===== src/rtl/core/ensemble_deviation_statistics_defines.svh =====
// ----------------------------------------------------------------------------
// ensemble_deviation_statistics_defines
// Assertion helpers shared by the RTL.
// ----------------------------------------------------------------------------
`ifndef ENSEMBLE_DEVIATION_STATISTICS_DEFINES_SVH
`define ENSEMBLE_DEVIATION_STATISTICS_DEFINES_SVH

// Same-cycle implication, off while reset is asserted.
`define EDST_ASSERT_NOW(lbl, clk, rst_n, ante, cons) \
	lbl: assert property (@(posedge clk) disable iff (!rst_n) (ante) |-> (cons)) \
		else $error("assertion failed");

// Next-cycle implication, off while reset is asserted.
`define EDST_ASSERT_NEXT(lbl, clk, rst_n, ante, cons) \
	lbl: assert property (@(posedge clk) disable iff (!rst_n) (ante) |=> (cons)) \
		else $error("assertion failed");

`endif


===== src/rtl/core/edst_pkg.sv =====
// ----------------------------------------------------------------------------
// edst_pkg
// Shared types and constants of the ensemble deviation statistics block.
// ----------------------------------------------------------------------------
package edst_pkg;

	localparam int VALUE_BITS     = 32;
	localparam int MAX_MODELS_DEF = 8;
	localparam int MAX_ATOMS_DEF  = 65536;
	localparam int CFG_W          = 4;
	localparam int SUM_W          = 48;
	localparam int COUNT_W        = 17;
	localparam int DIV_STEP       = 8;
	localparam int NUM_FIELDS     = 4;

	localparam logic [1:0] FLD_X = 2'd0;
	localparam logic [1:0] FLD_Y = 2'd1;
	localparam logic [1:0] FLD_Z = 2'd2;
	localparam logic [1:0] FLD_E = 2'd3;

	typedef struct packed {
		logic valid;
		logic last;
	} edst_job_ctl_t;

	typedef struct packed {
		logic       job_pop;
		logic [1:0] rd_fld;
	} edst_rd_ctl_t;

	typedef struct packed {
		logic [SUM_W-1:0]      force_dev_sum;
		logic [VALUE_BITS-1:0] force_dev_max;
		logic [VALUE_BITS-1:0] force_dev_min;
		logic [SUM_W-1:0]      energy_dev_sum;
		logic [VALUE_BITS-1:0] energy_dev_max;
		logic [VALUE_BITS-1:0] energy_dev_min;
		logic [COUNT_W-1:0]    atom_count;
	} edst_result_t;

	typedef enum logic [3:0] {
		ST_IDLE,
		ST_MEAN_GO,
		ST_MEAN_WAIT,
		ST_SQ,
		ST_SQ_DRAIN,
		ST_DIV_GO,
		ST_DIV_WAIT,
		ST_ROOT_GO,
		ST_ROOT_WAIT,
		ST_UPDATE
	} edst_state_t;

endpackage


===== src/rtl/core/edst_div.sv =====
// ----------------------------------------------------------------------------
// edst_div
// Serial unsigned divider by a small divisor, DIV_STEP quotient bits a cycle.
// ----------------------------------------------------------------------------
module edst_div import edst_pkg::*; #(
	parameter int W  = 72,
	parameter int NW = 4
) (
	input  logic          clk,
	input  logic          arst_n,
	input  logic          start,
	input  logic [W-1:0]  dividend,
	input  logic [NW-1:0] divisor,
	output logic          done,
	output logic [W-1:0]  quotient
);

	localparam int CNT  = W / DIV_STEP;
	localparam int CNTW = $clog2(CNT + 1);

	logic [W-1:0]    work_q, work_nxt;
	logic [NW-1:0]   rem_q, rem_nxt;
	logic [NW:0]     trial;
	logic [CNTW-1:0] cnt_q;
	logic            busy_q, done_q;

	// Restoring steps; quotient bits shift in from the bottom.
	always_comb begin
		rem_nxt  = rem_q;
		work_nxt = work_q;
		trial    = '0;
		for (int j = 0; j < DIV_STEP; j++) begin
			trial    = {rem_nxt, work_nxt[W-1]};
			work_nxt = {work_nxt[W-2:0], 1'b0};
			if (trial >= {1'b0, divisor}) begin
				trial       = trial - {1'b0, divisor};
				work_nxt[0] = 1'b1;
			end
			rem_nxt = trial[NW-1:0];
		end
	end

	always_ff @(posedge clk or negedge arst_n) begin
		if (!arst_n) begin
			busy_q <= 1'b0;
			done_q <= 1'b0;
			cnt_q  <= '0;
		end else begin
			done_q <= 1'b0;
			if (start) begin
				busy_q <= 1'b1;
				cnt_q  <= '0;
			end else if (busy_q) begin
				cnt_q <= cnt_q + CNTW'(1);
				if (cnt_q == CNTW'(CNT - 1)) begin
					busy_q <= 1'b0;
					done_q <= 1'b1;
				end
			end
		end
	end

	always_ff @(posedge clk) begin
		if (start) begin
			work_q <= dividend;
			rem_q  <= '0;
		end else if (busy_q) begin
			work_q <= work_nxt;
			rem_q  <= rem_nxt;
		end
	end

	assign done     = done_q;
	assign quotient = work_q;

endmodule


===== src/rtl/core/edst_sqrt.sv =====
// ----------------------------------------------------------------------------
// edst_sqrt
// Serial integer square root, one root bit a cycle, result floored.
// ----------------------------------------------------------------------------
module edst_sqrt import edst_pkg::*; #(
	parameter int W = VALUE_BITS
) (
	input  logic           clk,
	input  logic           arst_n,
	input  logic           start,
	input  logic [2*W-1:0] radicand,
	output logic           done,
	output logic [W-1:0]   root
);

	localparam int CNTW = $clog2(W + 1);

	logic [2*W-1:0]  x_q;
	logic [W+1:0]    rem_q, rem_sh, trial;
	logic [W-1:0]    root_q;
	logic [CNTW-1:0] cnt_q;
	logic            busy_q, done_q, ge;

	assign rem_sh = {rem_q[W-1:0], x_q[2*W-1:2*W-2]};
	assign trial  = {root_q, 2'b01};
	assign ge     = rem_sh >= trial;

	always_ff @(posedge clk or negedge arst_n) begin
		if (!arst_n) begin
			busy_q <= 1'b0;
			done_q <= 1'b0;
			cnt_q  <= '0;
		end else begin
			done_q <= 1'b0;
			if (start) begin
				busy_q <= 1'b1;
				cnt_q  <= '0;
			end else if (busy_q) begin
				cnt_q <= cnt_q + CNTW'(1);
				if (cnt_q == CNTW'(W - 1)) begin
					busy_q <= 1'b0;
					done_q <= 1'b1;
				end
			end
		end
	end

	always_ff @(posedge clk) begin
		if (start) begin
			x_q    <= radicand;
			rem_q  <= '0;
			root_q <= '0;
		end else if (busy_q) begin
			x_q    <= {x_q[2*W-3:0], 2'b00};
			rem_q  <= ge ? rem_sh - trial : rem_sh;
			root_q <= {root_q[W-2:0], ge};
		end
	end

	assign done = done_q;
	assign root = root_q;

endmodule


===== src/rtl/core/edst_back.sv =====
// ----------------------------------------------------------------------------
// edst_back
// Per atom: means, squared deviations, RMS; then frame sum, minimum, maximum.
// ----------------------------------------------------------------------------
module edst_back import edst_pkg::*; #(
	parameter int MAX_MODELS = MAX_MODELS_DEF,
	parameter int MAX_ATOMS  = MAX_ATOMS_DEF,
	localparam int IW = $clog2(MAX_MODELS),
	localparam int NW = $clog2(MAX_MODELS + 1),
	localparam int SW = VALUE_BITS + IW
) (
	input  logic                          clk,
	input  logic                          arst_n,
	input  edst_job_ctl_t                 job_ctl,
	input  logic [NW-1:0]                 job_n,
	input  logic [NUM_FIELDS-1:0][SW-1:0] job_sum,
	input  logic [VALUE_BITS-1:0]         rd_data,
	output edst_rd_ctl_t                  rd_ctl,
	output logic [IW-1:0]                 rd_idx,
	output logic                          res_push,
	output edst_result_t                  res,
	input  logic                          res_ready
);

	localparam int VB    = VALUE_BITS;
	localparam int ACC_W = 2 * VB + $clog2(3 * MAX_MODELS);
	localparam int DIV_W = ((ACC_W + DIV_STEP - 1) / DIV_STEP) * DIV_STEP;
	localparam int CW    = $clog2(MAX_ATOMS + 1);

	edst_state_t state_q, state_nxt;

	logic              div_start, div_done, sqrt_start, sqrt_done, issue, job_pop;
	logic [DIV_W-1:0]  div_in, div_quo;
	logic [VB-1:0]     root, dev;
	logic [1:0]        fld_q, fld_s1;
	logic [IW-1:0]     idx_q;
	logic              eng_q, eng_s2, valid_s1, valid_s2, sat_q;
	logic [VB-1:0]     mean_q [NUM_FIELDS];
	logic [SW-1:0]     sum_sel, sum_mag;
	logic [VB-1:0]     mean_sel;
	logic [VB:0]       diff, diff_mag;
	logic [2*VB-1:0]   prod_s2;
	logic [ACC_W-1:0]  facc_q, eacc_q;
	logic [VB-1:0]     fdev_q, edev_q;
	logic [SUM_W-1:0]  force_total_q, energy_total_q, ft_new, et_new;
	logic [SUM_W:0]    ft_add, et_add;
	logic [VB-1:0]     force_high_q, force_low_q, energy_high_q, energy_low_q;
	logic [VB-1:0]     fh_new, fl_new, eh_new, el_new;
	logic [CW-1:0]     atoms_q, atoms_new;

	edst_div #(.W(DIV_W), .NW(NW)) u_div (
		.clk      (clk),
		.arst_n   (arst_n),
		.start    (div_start),
		.dividend (div_in),
		.divisor  (job_n),
		.done     (div_done),
		.quotient (div_quo)
	);

	edst_sqrt #(.W(VB)) u_sqrt (
		.clk      (clk),
		.arst_n   (arst_n),
		.start    (sqrt_start),
		.radicand (div_quo[2*VB-1:0]),
		.done     (sqrt_done),
		.root     (root)
	);

	assign sum_sel = job_sum[fld_q];
	assign sum_mag = sum_sel[SW-1] ? SW'(0) - sum_sel : sum_sel;

	always_comb begin
		if (state_q == ST_MEAN_GO) begin
			div_in = DIV_W'(sum_mag);
		end else begin
			div_in = DIV_W'(eng_q ? eacc_q : facc_q);
		end
	end

	always_comb begin
		state_nxt  = state_q;
		div_start  = 1'b0;
		sqrt_start = 1'b0;
		issue      = 1'b0;
		job_pop    = 1'b0;
		res_push   = 1'b0;
		unique case (state_q)
			ST_IDLE: begin
				if (job_ctl.valid) state_nxt = ST_MEAN_GO;
			end
			ST_MEAN_GO: begin
				div_start = 1'b1;
				state_nxt = ST_MEAN_WAIT;
			end
			ST_MEAN_WAIT: begin
				if (div_done) state_nxt = (fld_q == FLD_E) ? ST_SQ : ST_MEAN_GO;
			end
			ST_SQ: begin
				issue = 1'b1;
				if (NW'(idx_q) + NW'(1) == job_n && fld_q == FLD_E) state_nxt = ST_SQ_DRAIN;
			end
			ST_SQ_DRAIN: begin
				if (!valid_s1 && !valid_s2) state_nxt = ST_DIV_GO;
			end
			ST_DIV_GO: begin
				div_start = 1'b1;
				state_nxt = ST_DIV_WAIT;
			end
			ST_DIV_WAIT: begin
				if (div_done) state_nxt = ST_ROOT_GO;
			end
			ST_ROOT_GO: begin
				sqrt_start = 1'b1;
				state_nxt  = ST_ROOT_WAIT;
			end
			ST_ROOT_WAIT: begin
				if (sqrt_done) state_nxt = eng_q ? ST_UPDATE : ST_DIV_GO;
			end
			ST_UPDATE: begin
				// Hold while a finished frame still waits at the output.
				if (!job_ctl.last || res_ready) begin
					job_pop   = 1'b1;
					res_push  = job_ctl.last;
					state_nxt = ST_IDLE;
				end
			end
			default: state_nxt = ST_IDLE;
		endcase
	end

	assign mean_sel = mean_q[fld_s1];
	assign diff     = {rd_data[VB-1], rd_data} - {mean_sel[VB-1], mean_sel};
	assign diff_mag = diff[VB] ? (VB+1)'(0) - diff : diff;
	assign dev      = sat_q ? '1 : root;

	assign ft_add    = {1'b0, force_total_q} + (SUM_W+1)'(fdev_q);
	assign et_add    = {1'b0, energy_total_q} + (SUM_W+1)'(edev_q);
	assign ft_new    = ft_add[SUM_W] ? '1 : ft_add[SUM_W-1:0];
	assign et_new    = et_add[SUM_W] ? '1 : et_add[SUM_W-1:0];
	assign fh_new    = (fdev_q > force_high_q) ? fdev_q : force_high_q;
	assign fl_new    = (fdev_q < force_low_q) ? fdev_q : force_low_q;
	assign eh_new    = (edev_q > energy_high_q) ? edev_q : energy_high_q;
	assign el_new    = (edev_q < energy_low_q) ? edev_q : energy_low_q;
	assign atoms_new = (atoms_q < CW'(MAX_ATOMS)) ? atoms_q + CW'(1) : atoms_q;

	assign res.force_dev_sum  = ft_new;
	assign res.force_dev_max  = fh_new;
	assign res.force_dev_min  = fl_new;
	assign res.energy_dev_sum = et_new;
	assign res.energy_dev_max = eh_new;
	assign res.energy_dev_min = el_new;
	assign res.atom_count     = COUNT_W'({{COUNT_W{1'b0}}, atoms_new});

	always_ff @(posedge clk or negedge arst_n) begin
		if (!arst_n) begin
			state_q        <= ST_IDLE;
			valid_s1       <= 1'b0;
			valid_s2       <= 1'b0;
			force_total_q  <= '0;
			energy_total_q <= '0;
			force_high_q   <= '0;
			energy_high_q  <= '0;
			force_low_q    <= '1;
			energy_low_q   <= '1;
			atoms_q        <= '0;
		end else begin
			state_q  <= state_nxt;
			valid_s1 <= issue;
			valid_s2 <= valid_s1;
			if (res_push) begin
				force_total_q  <= '0;
				energy_total_q <= '0;
				force_high_q   <= '0;
				energy_high_q  <= '0;
				force_low_q    <= '1;
				energy_low_q   <= '1;
				atoms_q        <= '0;
			end else if (job_pop) begin
				force_total_q  <= ft_new;
				energy_total_q <= et_new;
				force_high_q   <= fh_new;
				energy_high_q  <= eh_new;
				force_low_q    <= fl_new;
				energy_low_q   <= el_new;
				atoms_q        <= atoms_new;
			end
		end
	end

	always_ff @(posedge clk) begin
		fld_s1  <= fld_q;
		eng_s2  <= fld_s1 == FLD_E;
		prod_s2 <= diff_mag[VB-1:0] * diff_mag[VB-1:0];
		if (state_q == ST_IDLE) begin
			fld_q  <= FLD_X;
			idx_q  <= '0;
			eng_q  <= 1'b0;
			facc_q <= '0;
			eacc_q <= '0;
		end else begin
			if (state_q == ST_MEAN_WAIT && div_done) begin
				mean_q[fld_q] <= sum_sel[SW-1] ? VB'(0) - div_quo[VB-1:0] : div_quo[VB-1:0];
				fld_q         <= fld_q + 2'd1;
			end
			if (issue) begin
				fld_q <= fld_q + 2'd1;
				if (fld_q == FLD_E) idx_q <= idx_q + IW'(1);
			end
			if (valid_s2) begin
				if (eng_s2) eacc_q <= eacc_q + ACC_W'(prod_s2);
				else        facc_q <= facc_q + ACC_W'(prod_s2);
			end
			if (state_q == ST_DIV_WAIT && div_done) begin
				sat_q <= |div_quo[DIV_W-1:2*VB];
			end
			if (state_q == ST_ROOT_WAIT && sqrt_done) begin
				if (eng_q) edev_q <= dev;
				else       fdev_q <= dev;
				eng_q <= 1'b1;
			end
		end
	end

	assign rd_ctl.job_pop = job_pop;
	assign rd_ctl.rd_fld  = fld_q;
	assign rd_idx         = idx_q;

endmodule


===== config.mk =====
export PLATFORM = sky130hd
export DESIGN_NAME = edst_back
export DESIGN_NICKNAME = d
export VERILOG_FILES = /design/src/rtl/core/ensemble_deviation_statistics_defines.svh /design/src/rtl/core/edst_pkg.sv /design/src/rtl/core/edst_div.sv /design/src/rtl/core/edst_sqrt.sv /design/src/rtl/core/edst_back.sv
export SDC_FILE = /design/constraint.sdc
export NUM_CORES = 2
export LEC_CHECK = 0
export ABC_AREA = 1
export BUFFER_PORTS_ARGS = -buffer_cell sky130_fd_sc_hd__clkbuf_2
export CORE_ASPECT_RATIO = 0.9
export CORE_UTILIZATION = 34
export CTS_BUF_LIST = sky130_fd_sc_hd__clkbuf_4 sky130_fd_sc_hd__clkbuf_8
export DETAILED_ROUTE_END_ITERATION = 8
export PLACE_DENSITY = 0.51
export SLEW_MARGIN = 20
export SYNTH_ARGS = -nofsm -noshare
export SYNTH_HDL_FRONTEND = slang
export SYNTH_SLANG_ARGS = --single-unit

===== constraint.sdc =====
create_clock -name clk -period 27.3 [get_ports clk]
set_input_delay 1.365 -clock clk [delete_from_list [all_inputs] [get_ports clk]]
set_output_delay 1.365 -clock clk [all_outputs]
set_load 0.02 [all_outputs]

### Yosys cells after proc, flatten, opt, wreduce, memory -nomap -nowiden

Memory sizes are Yosys's and may differ from the RTL's. A register that Yosys moved wholly into a read port is not among the register bits.
Cells that the tools add are included.

* flip-flop bits (word level): 741
* bits in latches: 0
* bits in writable memories: 128
* bits in read-only memories: 0
* output and inout port bits: 248
* memories: 1

* $add $sub $neg: 23
* multipliers: 1
* div/mod/pow operators: 0
* magnitude comparators: 15
* eq/ne operators: 21
* shifts and indexed selects: 0
* mux-type cells: 88
* bitwise logic cells: 3
* reduce and logical (&&, ||, !) cells: 23

Memory list
* mean_q: depth 4, bits a word 32, rd ports 1, clocked after memory_dff 1, write ports 1, line edst_back.sv:38 `logic [VB-1:0] mean_q [NUM_FIELDS];`

Operators by type and width (number)
* 32-bit two-way mux: 16
* 48-bit two-way mux: 6
* 72-bit two-way mux: 2
* 69-bit by 64-bit adder with 69-bit output: 2
* 69-bit two-way mux: 2
* 64-bit two-way mux: 2
* 48-bit by 32-bit adder with 49-bit output: 2
* 4-bit two-way mux: 18
* 35-bit binary-select mux with 2-bit select: 1
* 35-bit two-way mux: 2
* 32-bit greater-than comparator: 2
* 32-bit < comparator: 2
* 32-bit by 32-bit multiplier with 64-bit output: 1
* 1-bit by 32-bit subtractor with 32-bit output (first input constant): 2
* 17-bit two-way mux: 3
* 5-bit by 4-bit greater-or-equal comparator with 1-bit output: 8
* 4-bit one-hot mux with 10 select lines: 1
* 1-bit by 35-bit subtractor with 35-bit output (first input constant): 1
* 34-bit greater-or-equal comparator: 1
* 32-bit by 32-bit subtractor with 33-bit output: 1
* 32-bit subtractor: 1
* 4-bit subtractor: 8
* 1-bit two-way mux: 30
* 17-bit by 1-bit adder with 17-bit output (second input constant): 1
* 29 further kinds: 59

### Logic depth before layout (Yosys ltp)

* word-level depth: 18
* mapped depth: 77

### Modules after synthesis

Synthesis repeated with hierarchy kept, for this count alone.

* cell total of the unflattened synthesis: 12376
* area total of the unflattened synthesis: 92416.1 µm²

Modules (own cells, without submodules)
* edst_back: times used 1, cells an instance 10582, area each 78876.9 µm², seq. area each 16260.6 µm²
* edst_sqrt: times used 1, cells an instance 1157, area each 8184.1 µm², seq. area each 3403.3 µm²
* edst_div: times used 1, cells an instance 637, area each 5355.1 µm², seq. area each 2392.3 µm²

### Worst setup path after synthesis

Ideal clock, no wire load.

* path type: in2reg
* start point: input port job_n[1]
* end point: register u_div.work_q[0] (netlist: u_div.quotient[0]), data pin
* arrival time: 11993 ps
* data required time: 27031 ps
* slack: 15037 ps
* stages on the path: 72
* path buffers: 0
* cells stage by stage: inv_1 ha_1 nand2_1 nor2_1 nor2_2 nand2_1 nand2_1 nand2_1 ha_1 a21oi_1 o21bai_1 a21oi_2 nand2_2 nand2_1 nand2_1 ha_1 a21o_1 nor2_1 (+36 left out) nand2_1 nor2_1 a211oi_1 nor2_1 nor3_1 nand3_2 nand2_1 nand2_1 inv_1 ha_1 nand2_1 nor2_1 a211oi_1 nor2_1 nor3_1 nand3_2 nand2_1 o21ai_0

* cells in the longest elaborated chain, start to end: 18
* elaborated cells between the ends (all ways): 25

Ends and longest elaborated chain
* start: declaration: line edst_back.sv:15 `input logic [NW-1:0] job_n,`
* 4-bit subtractor or 5-bit by 4-bit greater-or-equal comparator with 1-bit output (tied branches): line edst_div.sv:36, edst_div.sv:35
* 4-bit two-way mux: line edst_div.sv:35 `if (trial >= {1'b0, divisor}) begin`
* 4-bit subtractor or 5-bit by 4-bit greater-or-equal comparator with 1-bit output (tied branches): line edst_div.sv:36, edst_div.sv:35
* 4-bit two-way mux: line edst_div.sv:35
* 4-bit subtractor or 5-bit by 4-bit greater-or-equal comparator with 1-bit output (tied branches): line edst_div.sv:36, edst_div.sv:35
* 4-bit two-way mux: line edst_div.sv:35
* 5-bit by 4-bit greater-or-equal comparator with 1-bit output or 4-bit subtractor (tied branches): line edst_div.sv:35, edst_div.sv:36
* 4-bit two-way mux: line edst_div.sv:35
* (+2 left out)
* 4-bit subtractor or 5-bit by 4-bit greater-or-equal comparator with 1-bit output (tied branches): line edst_div.sv:36, edst_div.sv:35
* 4-bit two-way mux: line edst_div.sv:35
* 4-bit subtractor or 5-bit by 4-bit greater-or-equal comparator with 1-bit output (tied branches): line edst_div.sv:36, edst_div.sv:35
* 4-bit two-way mux: line edst_div.sv:35
* 5-bit by 4-bit greater-or-equal comparator with 1-bit output *: line edst_div.sv:35
* 1-bit two-way mux *: line edst_div.sv:35
* 72-bit two-way mux *: line edst_div.sv:67 `end else if (busy_q) begin`
* 72-bit two-way mux *: line edst_div.sv:64 `if (start) begin`
* end signal: assignment: line edst_div.sv:65 `work_q <= dividend;`
* end signal: assignment: line edst_div.sv:68 `work_q <= work_nxt;`
* end: declaration: line edst_div.sv:21 `logic [W-1:0] work_q, work_nxt;`

Mark *: on every way between the ends. The rest lies on a longest branch, timed or not. The select of a mux whose other input is x is not followed.
A chain may end at the register's enable or synchronous reset.

### Worst setup path in the final report

Ends and elaborated chain as after synthesis.

==> load_flow_metrics.sql <==
INSERT INTO impl_metrics (metric_group, metric, value, unit) VALUES
('outcome', 'status', 'finished, final reports clean', ''),
('global_routing', 'total_routing_usage_gr', '0.2515', ''),
('critical_path', 'path_depth', '73', ''),
('floorplanning', 'initial_utilization', '0.3436', ''),
('sta', 'setup_viol', '0', ''),
('critical_path', 'worst-path-buf-inv', '8', ''),
('routing', 'detail_route.drc_violations', '0', ''),
('logic_synthesis', 'avgSynthCellArea', '7.913', 'µm²'),
('routing', 'met2_wirelength', '148.3', 'mm'),
('sta', 'slew_limit_headroom', '0.2434', ''),
('routing', 'routed_wl', '328.5', 'mm'),
('logic_synthesis', 'count_of_flip_flops_with_a_built_in_enable_after_synthesis', '329', ''),
('global_routing', 'grt_max_degree', '169', ''),
('placed_design', 'gpl.final_weighted_congestion', '0.9463', ''),
('global_routing', 'wire_length_of_the_first_global_routing_pass', '488.8', 'mm'),
('routing', 'firstDrtPassIters', '6', ''),
('floorplanning', 'core_area', '253800', 'µm²'),
('critical_path', 'worstSetupPathType', 'input pin to flop', ''),
('routing', 'highest_layer', 'met4', ''),
('floorplanning', 'num_io_pins', '429', ''),
('critical_path', 'crit_family', 'simple AND/OR/NAND/NOR gates', ''),
('logic_synthesis', 'postSynthCellCount', '11019', ''),
('global_routing', 'global_route.overflow_total', '0', ''),
('critical_path', 'cp.required', '27.87', 'ns'),
('logic_synthesis', 'synthesis.nets', '12713', ''),
('clock_tree', 'postCtsHoldBufs', '0', ''),
('worst_hold_path', 'min_delay_path_class', 'flop to flop', ''),
('logic_synthesis', 'ys_ff_latch', '868', ''),
('sta', 'worst_clock_skew', '0.07453', 'ns'),
('critical_path', 'regToRegSetupSlack', '13.62', 'ns'),
('routing', 'wl_met1', '150.0', 'mm'),
('critical_path', 'startpoint_type', 'input pin', ''),
('logic_synthesis', 'synth.top_cells.by_area', 'sky130_fd_sc_hd__fa_1 19%, sky130_fd_sc_hd__edfxtp_1 11%, sky130_fd_sc_hd__ha_1 10%', ''),
('logic_synthesis', 'post_synth_num_cell_types', '81', ''),
('logic_synthesis', 'yosysSeqAreaShare', '0.2530', ''),
('logic_synthesis', 'ys.flop_type', 'sky130_fd_sc_hd__edfxtp_1', ''),
('critical_path', 'critical_path.reg2reg.startpoint', 'fld_s1[0]', ''),
('clock_tree', 'postCtsSetupRepairBufs', '0', ''),
('sta', 'timing.setup.tns', '0', 'ns'),
('placed_design', 'port_buffers', '428', ''),
('critical_path', 'cpMaxStageDelayCell', 'sky130_fd_sc_hd__a311oi_1', ''),
('finish', 'instances_no_fill', '14858', ''),
('floorplanning', 'die_height', '482.4', 'µm'),
('sta', 'rsz0062_at_grt', 'no', ''),
('critical_path', 'crit_path_end_kind', 'flop', ''),
('clock_tree', 'cts-root-buf', 'sky130_fd_sc_hd__clkbuf_8', ''),
('routing', 'wl_per_cell', '22.11', 'µm'),
('global_routing', 'antenna_found_initial', '8', ''),
('placed_design', 'dpl.cell_count', '14559', ''),
('routing', 'vias', '76647', ''),
('sta', 'achievable-frequency', '0.07137', 'GHz'),
('critical_path', 'crit_fanout', '12', ''),
('critical_path', 'worstPathArrival', '14.58', 'ns'),
('sta', 'hold_violations', '0', ''),
('sta', 'timing.final.crit_period', '14.01', 'ns'),
('floorplanning', 'die_w', '535.8', 'µm'),
('sta', 'worstMarginPinSlew', '1.132', 'ns'),
('clock_tree', 'ctsHtreeMaxLevel', '4', ''),
('finish', 'final_area', '96520', 'µm²'),
('floorplanning', 'rows', '175', ''),
('routing', 'route.met3.wl', '20.82', 'mm'),
('clock_tree', 'cts-root-to-sink-buffers', '3', ''),
('logic_synthesis', 'async_reset_ff_frac', '0.3007', ''),
('flow_run', 'cap_viol_max_count', '0', ''),
('clock_tree', 'cts_buf_count', '154', ''),
('critical_path', 'crit_path_end', 'u_div.quotient[0]', ''),
('floorplanning', 'fp.dieArea', '258500', 'µm²'),
('logic_synthesis', 'yosysWarnings', '0', ''),
('critical_path', 'path_common_cell', 'sky130_fd_sc_hd__nand2_1', ''),
('placed_design', 'place_area', '92990', 'µm²'),
('finish', 'layout-area-overhead-vs-synth', '10.70', '%');
worst reg2reg max path, delay by kind of cell (launching register included):
family	cells	cell delay, ns
XOR/XNOR	2	0.34
buffers and inverters	10	3.35
flip-flops	1	0.31
adder cells (fa/ha/maj)	11	5.19
AND/OR/NAND/NOR	15	2.54
AO/OA/AOI/OAI	9	1.83
worst min path at each step:
stage                   from       end  slack [ns]  depth (start not counted)
CTS                 valid_s1  valid_s2        0.38                          0
global route        valid_s1  valid_s2        0.39                          0
floorplan           valid_s1  valid_s2        0.35                          0
global placement    valid_s1  valid_s2        0.36                          0
finish              valid_s1  valid_s2        0.38                          0
detailed placement  valid_s1  valid_s2        0.37                          0
registers in the layout (all words and copies together), names as in the netlist, 48 cells and up:
signal          flops
u_sqrt.x_q         64
u_div.quotient     72
eacc_q             69
energy_total_q     48
mean_q            128
prod_s2            63
force_total_q      48
facc_q             69
cell type report:
| cell class | count | area share |
|---|---|---|
| clock buffer | 238 | 0.03044 |
| sequential | 868 | 0.2286 |
| clock inverter | 51 | 0.005185 |
| antenna | 7 | 0.0001815 |
| tap | 3363 | 0.04360 |
| inverter | 2267 | 0.08832 |
| timing repair buffer | 514 | 0.02996 |
| multi-input combinational | 7550 | 0.5738 |
synthesized netlist by cell type, types with 7 or more instances:
master / number
sky130_fd_sc_hd__dfxtp_1: 278
sky130_fd_sc_hd__nand2_2: 19
sky130_fd_sc_hd__nand3b_1: 13
sky130_fd_sc_hd__nor2_1: 1148
sky130_fd_sc_hd__a32oi_1: 25
sky130_fd_sc_hd__o22ai_1: 189
sky130_fd_sc_hd__or2_2: 26
sky130_fd_sc_hd__nand3_1: 282
sky130_fd_sc_hd__nor3_1: 94
sky130_fd_sc_hd__ha_1: 694
sky130_fd_sc_hd__nand2_1: 1777
sky130_fd_sc_hd__a21o_1: 31
sky130_fd_sc_hd__xnor2_1: 105
sky130_fd_sc_hd__xor2_2: 7
sky130_fd_sc_hd__dfstp_2: 64
sky130_fd_sc_hd__a211oi_1: 15
sky130_fd_sc_hd__inv_2: 20
sky130_fd_sc_hd__buf_4: 9
sky130_fd_sc_hd__o32ai_1: 29
sky130_fd_sc_hd__a22o_1: 11
sky130_fd_sc_hd__o21bai_1: 90
sky130_fd_sc_hd__inv_1: 2241
sky130_fd_sc_hd__o21ai_1: 23
sky130_fd_sc_hd__a31oi_1: 99
sky130_fd_sc_hd__a32o_1: 40
sky130_fd_sc_hd__fa_1: 819
sky130_fd_sc_hd__dfrtp_1: 197
sky130_fd_sc_hd__o211ai_1: 76
sky130_fd_sc_hd__buf_1: 25
sky130_fd_sc_hd__clkbuf_1: 229
sky130_fd_sc_hd__a21oi_1: 735
sky130_fd_sc_hd__edfxtp_1: 329
sky130_fd_sc_hd__o31ai_1: 14
sky130_fd_sc_hd__nor4_1: 39
sky130_fd_sc_hd__o21a_1: 42
sky130_fd_sc_hd__a21boi_0: 25
sky130_fd_sc_hd__nand4_1: 66
sky130_fd_sc_hd__nand3_2: 7
sky130_fd_sc_hd__o21ai_0: 686
sky130_fd_sc_hd__nor2_2: 8
sky130_fd_sc_hd__xor2_1: 207
sky130_fd_sc_hd__buf_2: 69
sky130_fd_sc_hd__o221ai_1: 27
routing by layer:
layer / track usage / vias up
met5: 0 / -
met2: 0.4024 / 2433
met1: 0.3543 / 37724
met3: 0.03357 / 371
met4: 0.06928 / 0
li1: - / 36119
metrics by stage:
stage / worst slack (ns) / hold slack, ns
floorplan: 15.04 / 0.3543
global placement: 12.29 / 0.3631
detailed placement: 12.40 / 0.3739
CTS: 13.12 / 0.3838
global route: 11.90 / 0.3929
finish: 13.29 / 0.3822
layout by cell type (no fill, tap or decap), drive strengths merged, types with 76 or more instances in the layout:
| cell type | count |
|---|---|
| xor2 | 215 |
| dfrtp | 197 |
| nor3 | 99 |
| o21bai | 91 |
| nor2 | 1156 |
| a31oi | 99 |
| nand3 | 292 |
| ha | 694 |
| nand2 | 1797 |
| o21ai | 711 |
| o211ai | 76 |
| o22ai | 189 |
| fa | 819 |
| edfxtp | 329 |
| buf | 87 |
| clkbuf | 665 |
| dfxtp | 278 |
| xnor2 | 109 |
| a21oi | 741 |
| inv | 2272 |
cells by family after synthesis:
kind of cell	after synthesis	synth area share
compound gates	2209	0.1485
xor+xnor	324	0.03371
buf+inv	2601	0.1135
fa+ha+maj	1513	0.2876
flops	868	0.2530
simple gates	3504	0.1637
Power is left out: the tool's default activity adds up to more than one toggle a clock period on the data nets, which glitch-free logic cannot reach.
